[src/hw/rtl/bfl_pkg.sv]
`default_nettype none

package bfl_pkg;

  localparam int NUM_BLOCKS = 1024;
  localparam int IDX_W      = 10;
  localparam int CNT_W      = 11;
  localparam int ADDR_W     = $clog2(NUM_BLOCKS);

  localparam int TOTAL_MAX_I = (NUM_BLOCKS < (1 << IDX_W)) ? NUM_BLOCKS : (1 << IDX_W);

  localparam logic [CNT_W-1:0] TOTAL_MAX   = CNT_W'(TOTAL_MAX_I);
  localparam logic [CNT_W-1:0] TOTAL_MIN   = CNT_W'(2);
  localparam logic [CNT_W-1:0] TOTAL_RESET = CNT_W'(1024);
  localparam logic [CNT_W-1:0] CNT_MAX     = {CNT_W{1'b1}};

  localparam logic [1:0] REQ_FORMAT = 2'd0;
  localparam logic [1:0] REQ_ALLOC  = 2'd1;
  localparam logic [1:0] REQ_FREE   = 2'd2;

  localparam logic [1:0] ST_OK    = 2'd0;
  localparam logic [1:0] ST_EMPTY = 2'd1;
  localparam logic [1:0] ST_RANGE = 2'd2;

  typedef struct packed {
    logic [1:0]       req_type;
    logic [IDX_W-1:0] block_index;
  } bfl_in_t;

  typedef struct packed {
    logic [IDX_W-1:0] granted_block;
    logic [1:0]       status;
    logic [CNT_W-1:0] used_count;
    logic [CNT_W-1:0] free_count;
  } bfl_out_t;

  typedef struct packed {
    logic load;
    logic fmt_init;
    logic fmt_step;
    logic commit;
  } bfl_cmd_t;

  typedef struct packed {
    logic [1:0] req_type;
    logic       fmt_last;
    logic       out_free;
  } bfl_stat_t;

endpackage

`default_nettype wire

[src/hw/rtl/bfl_ctrl.sv]
`default_nettype none

module bfl_ctrl (
  input  wire logic              clk,
  input  wire logic              rst_n,
  input  wire logic              in_valid,
  output logic                   in_ready,
  input  wire bfl_pkg::bfl_stat_t stat,
  output bfl_pkg::bfl_cmd_t      cmd
);

  localparam logic [1:0] S_IDLE = 2'd0;
  localparam logic [1:0] S_EXEC = 2'd1;
  localparam logic [1:0] S_FMT  = 2'd2;

  logic [1:0] state_r;
  logic [1:0] state_nxt;

  always_comb begin
    state_nxt = state_r;
    cmd       = '0;
    in_ready  = 1'b0;
    case (state_r)
      S_IDLE: begin
        in_ready = 1'b1;
        if (in_valid) begin
          cmd.load  = 1'b1;
          state_nxt = S_EXEC;
        end
      end
      S_EXEC: begin
        if (stat.req_type == bfl_pkg::REQ_FORMAT) begin
          cmd.fmt_init = 1'b1;
          state_nxt    = S_FMT;
        end else if (stat.out_free) begin
          cmd.commit = 1'b1;
          state_nxt  = S_IDLE;
        end
      end
      S_FMT: begin
        cmd.fmt_step = 1'b1;
        if (stat.fmt_last && stat.out_free) begin
          cmd.commit = 1'b1;
          state_nxt  = S_IDLE;
        end
      end
      default: begin
        state_nxt = S_IDLE;
      end
    endcase
  end

  always_ff @(posedge clk) begin
    if (!rst_n) begin
      state_r <= S_IDLE;
    end else begin
      state_r <= state_nxt;
    end
  end

endmodule

`default_nettype wire

[config.mk]
export PLATFORM = sky130hd
export DESIGN_NAME = bfl_ctrl
export DESIGN_NICKNAME = d
export VERILOG_FILES = /design/src/hw/rtl/bfl_pkg.sv /design/src/hw/rtl/bfl_ctrl.sv
export SDC_FILE = /design/constraint.sdc
export NUM_CORES = 1
export LEC_CHECK = 0
export ABC_AREA = 1
export ABC_CLOCK_PERIOD_IN_PS = 1400
export BUFFER_PORTS_ARGS = -buffer_cell sky130_fd_sc_hd__buf_2
export CAP_MARGIN = 10
export CORE_AREA = 2 2 39 41
export CTS_CLUSTER_DIAMETER = 120
export DETAILED_ROUTE_END_ITERATION = 10
export DIE_AREA = 0 0 41 43
export SYNTH_ARGS = -nofsm -noshare
export SYNTH_HDL_FRONTEND = slang
export SYNTH_SLANG_ARGS = --single-unit
[constraint.sdc]
create_clock -name clk -period 1.4 [get_ports clk]
set_input_delay 0.07 -clock clk [delete_from_list [all_inputs] [get_ports clk]]
set_output_delay 0.07 -clock clk [all_outputs]
set_load 0.005 [all_outputs]
Yosys cells after proc, flatten, opt, wreduce, memory -nomap -nowiden
Index checks and enable logic that the tools add are counted.
{"block": "classes", "reduce_logical": 4, "n_eq_ne": 5, "n_mux": 15}
{"op": "two-way mux 1 bit", "n": 9}
{"op": "two-way mux 2 bit", "n": 4}
{"op": "case mux 2 bit (3 select lines)", "n": 1}
{"op": "zero test 2 bit", "n": 2}
{"op": "!= test 2 bit, second input constant", "n": 2}
{"op": "!= test 3 bit, second input constant", "n": 1}
{"op": "AND reduction 3 bit", "n": 1}
{"op": "equality test 2 x 1 -> 1 bit, second input constant", "n": 1}
{"op": "equality test 2 bit, second input constant", "n": 1}
{"op": "case mux 1 bit (2 select lines)", "n": 1}
{"op": "logical AND 1 bit", "n": 1}
{"block": "word_totals", "inputBits": 7, "register_bits": 2, "wordCells": 25, "out_inout_bits": 5}

Logic depth before layout (Yosys ltp)
{"block": "logic_depth", "word_depth": 3, "mapped_depth": 9, "depth_no_buf": 9}

Worst setup path before layout
No wires, ideal clock.
{"block": "synth_timing", "kind": "reg2reg", "start": "register state_r[0]", "end": "register state_r[0]", "arrival_time_ps": 907, "path_buffers": 0, "setup_ps": 113, "required_time_ps": 1287, "path_stages_with_launch": 7, "setup_slack_ps": 380, "synth_period_minus_slack_ps": 1020, "path_cell_list": "dfxtp_1 > inv_1 > ha_1 > nand2_2 > nand3_2 > nor2_1 > nor2_1"}
{"block": "synth_via", "elab_chain_len": 3, "elab_cells_between_ends": 8, "classes_between": "eq/ne: 5; mux: 1; reduce/logical: 2"}
{"element": "from (decl)", "line": "bfl_ctrl.sv:16", "source": "logic [1:0] state_r;"}
{"element": "from (signal assigned)", "line": "bfl_ctrl.sv:57", "source": "state_r <= state_nxt;"}
{"element": "equality test 2 x 1 -> 1 bit, or another cell as far along", "line": "bfl_ctrl.sv:23", "source": "case (state_r)"}
{"element": "!= test 3 bit (no line) / != test 2 bit (equally long branches)"}
{"element": "AND reduction 3 bit (no line)"}
Several ways; a longest one is shown, not always the timed one.
A chain may end at the register's enable or synchronous reset.

==> results.txt <==
Post-synth cell types: 11
Biggest register: state_r
ANT nets after route: 0
Net Sw Frac: 29.5%
Die width: 41 µm
CP Launch Type: flop
Crit path buffers/inverters: 2
WP data required: 1.33 ns
Period utilization: 88.2%
PwrDens: 940 nW/µm²
Slowest stage delay, CP: 0.30 ns
Syn_area_per_cell: 6.30 µm²
Wire length of the first global-routing pass: 662 µm
RSZ-0062 raised after global routing: no
Net Count, Synth: 42
Crit path DAT: 1.16 ns
FMAX: 810 MHz
H-tree Lvls: 1
Iter 0 DRT Violations: 0
TritonCTS clock tree: built
Num CTS Buffers: 3
CP top delay family: flip-flops
Layout Nets: 58
Starting Density: 14.6%
Vias in the first global route: 205
Setup TNS: 0 ns
Via density: 3.63
Setup Skew: 0.00227 ns
Initial antenna violation count: 0
Slew headroom: 90.2%
Root Buffer: clkbuf_4
Post-CTS Hold Fix Bufs: 0
Worst path slowest cell: dfxtp_1
Drt pass-1 iters: 1
Antenna Cells: 0
Most common cell after layout, fill and taps aside: buf_2
# fillers: 175
DRC: 0
Final instance area: 299 µm²
Final hold violations: 0
Netlist Area Pre-Place: 201 µm²
DRT Wirelength: 415 µm
Seq/Total Area, Yosys: 19.9%
Synthesized flop and latch total: 2
DP Wirelength: 371 µm
Worst Setup End Kind: output port
Sink Count: 2
Reg clk slew, reported paths: 0.03 ns
Synth warn: 0
# rows: 14
Largest net degree at the start of global routing: 5
Die Y: 43 µm
Dpl cell area: 277 µm²
Cells after synthesis: 32
Area Growth Syn to Fin: 48.4%
Worst hold start: rst_n
Slew Viols, Final: 0
Worst Setup Path Type: reg -> out
Congestion Overflow GR: 0
Leak Pwr: 0.171 nW
Core area: 1380 µm²
All-Layer GR Usage: 6.22%
Clock buffer depth: 2
Status: complete, no violations
Slew @ Worst Pin: 0.147 ns
IO Count: 12
Skew-Pair Late Insertion Delay: 0.22 ns
Worst VDD drop: 0.000299 V
Clock network power share: 44.6%
Crit-path max FO: 3
Wire per inst: 6.69 µm
Max reg flops: 2
Largest area contributor in the netlist: dfxtp_1
Die area: 1760 µm²
Commonest cells after routing, fill and taps aside: buf_2 (11), nand2_1 (6), inv_1 (5), nor2_1 (4)
Internal power component: 0.198 mW
Max-cap violation count: 0
Net Sw Power: 0.0830 mW
Worst path cell trace: inv_1, ha_1, nand3_1, a21boi_1, buf_2
Ranking of synthesized cells by area: dfxtp_1 (20%), ha_1 (19%), nand2_1 (11%), inv_1 (9.3%), nand2_2 (9.3%)
Top cell type's share of synthesized area: 19.9%
Buffers on Ports: 11
Minimum clock period: 1.23 ns
Crit path launch: state_r[0]
Worst r2r src: state_r[1]
Share of layout cells above drive strength 1: 45.7%
Reg power frac: 23.8%
Final setup viols: 0
Setup bufs post-CTS: 0
Comb pwr share: 31.5%
Post-cts gate resize count: 0
Placer congestion estimate: 0.647
Min-delay worst type: in -> reg
Biggest registers after layout: state_r (2)
Vias after detailed routing: 225
[Yosys cell counts (all sizes together)]
cell / instances
inv: 8
nand3: 4
ha: 3
nor2: 4
a21boi: 1
a21oi: 1
dfxtp: 2
nand2: 9
[through the flow]
step | cells | total power [mW] | util (%) | hold slack [ns] | setup WS, ns
after floorplan | 32 | 0.127 | - | 0.179 | 0.380
after global placement | 59 | 0.157 | 20.0 | 0.308 | 0.316
after CTS | 62 | 0.293 | 21.6 | 0.0750 | 0.129
after global routing | 62 | 0.319 | 21.6 | 0.0770 | 0.0644
after detailed placement | 59 | 0.159 | 20.0 | 0.313 | 0.305
final | 62 | 0.281 | 21.6 | 0.0777 | 0.165
[layer usage]
metal | vias to the layer above | global-route usage [%] | routed length (µm)
met2 | 5 | 9.06 | 243
li1 | 124 | - | -
met5 | - | 0 | 0
met1 | 96 | 4.81 | 133
met4 | 0 | 8.00 | 0
met3 | 0 | 3.14 | 39
[tightest hold or removal path, stage by stage]
cell,delay (ns)
buf_2,0.10
inv_1,0.04
a21oi_1,0.03
[cell families (layout without fill, tap and decap cells)]
family          count (synthesis)  after routing  synth area share [%]
fa+ha+maj                       3              3                  18.6
compound gates                  2              2                  6.21
simple gates                   17             17                  40.4
buf+inv                         8             22                  14.9
flops                           2              2                  19.9
[cell type report]
cell class              count  area [µm²]  area share, %
clock buffers               3        22.5           7.53
inverters                   8        30.0           10.0
multi-input cells          22         131           43.9
flip-flops and latches      2        40.0           13.4
well taps                  16        20.0           6.69
repair buffers             11        55.1           18.4
[power groups by stage]
stage,Combinational [mW],Sequential [mW],Clock [mW]
after floorplan,0.0598,0.0670,0
after global placement,0.0896,0.0679,0
after detailed placement,0.0912,0.0680,0
after CTS,0.0917,0.0672,0.134
after global routing,0.106,0.0679,0.145
final,0.0886,0.0670,0.126
[worst paths after layout]
kind / to / depth (start not counted) / slack (ns)
min: state_r[1] / 3 / 0.08
max: cmd[0] / 5 / 0.17
min reg2reg: state_r[1] / 2 / 0.48
max reg2reg: state_r[0] / 9 / 0.32
No activity file was read; power rests on OpenSTA's default activity.
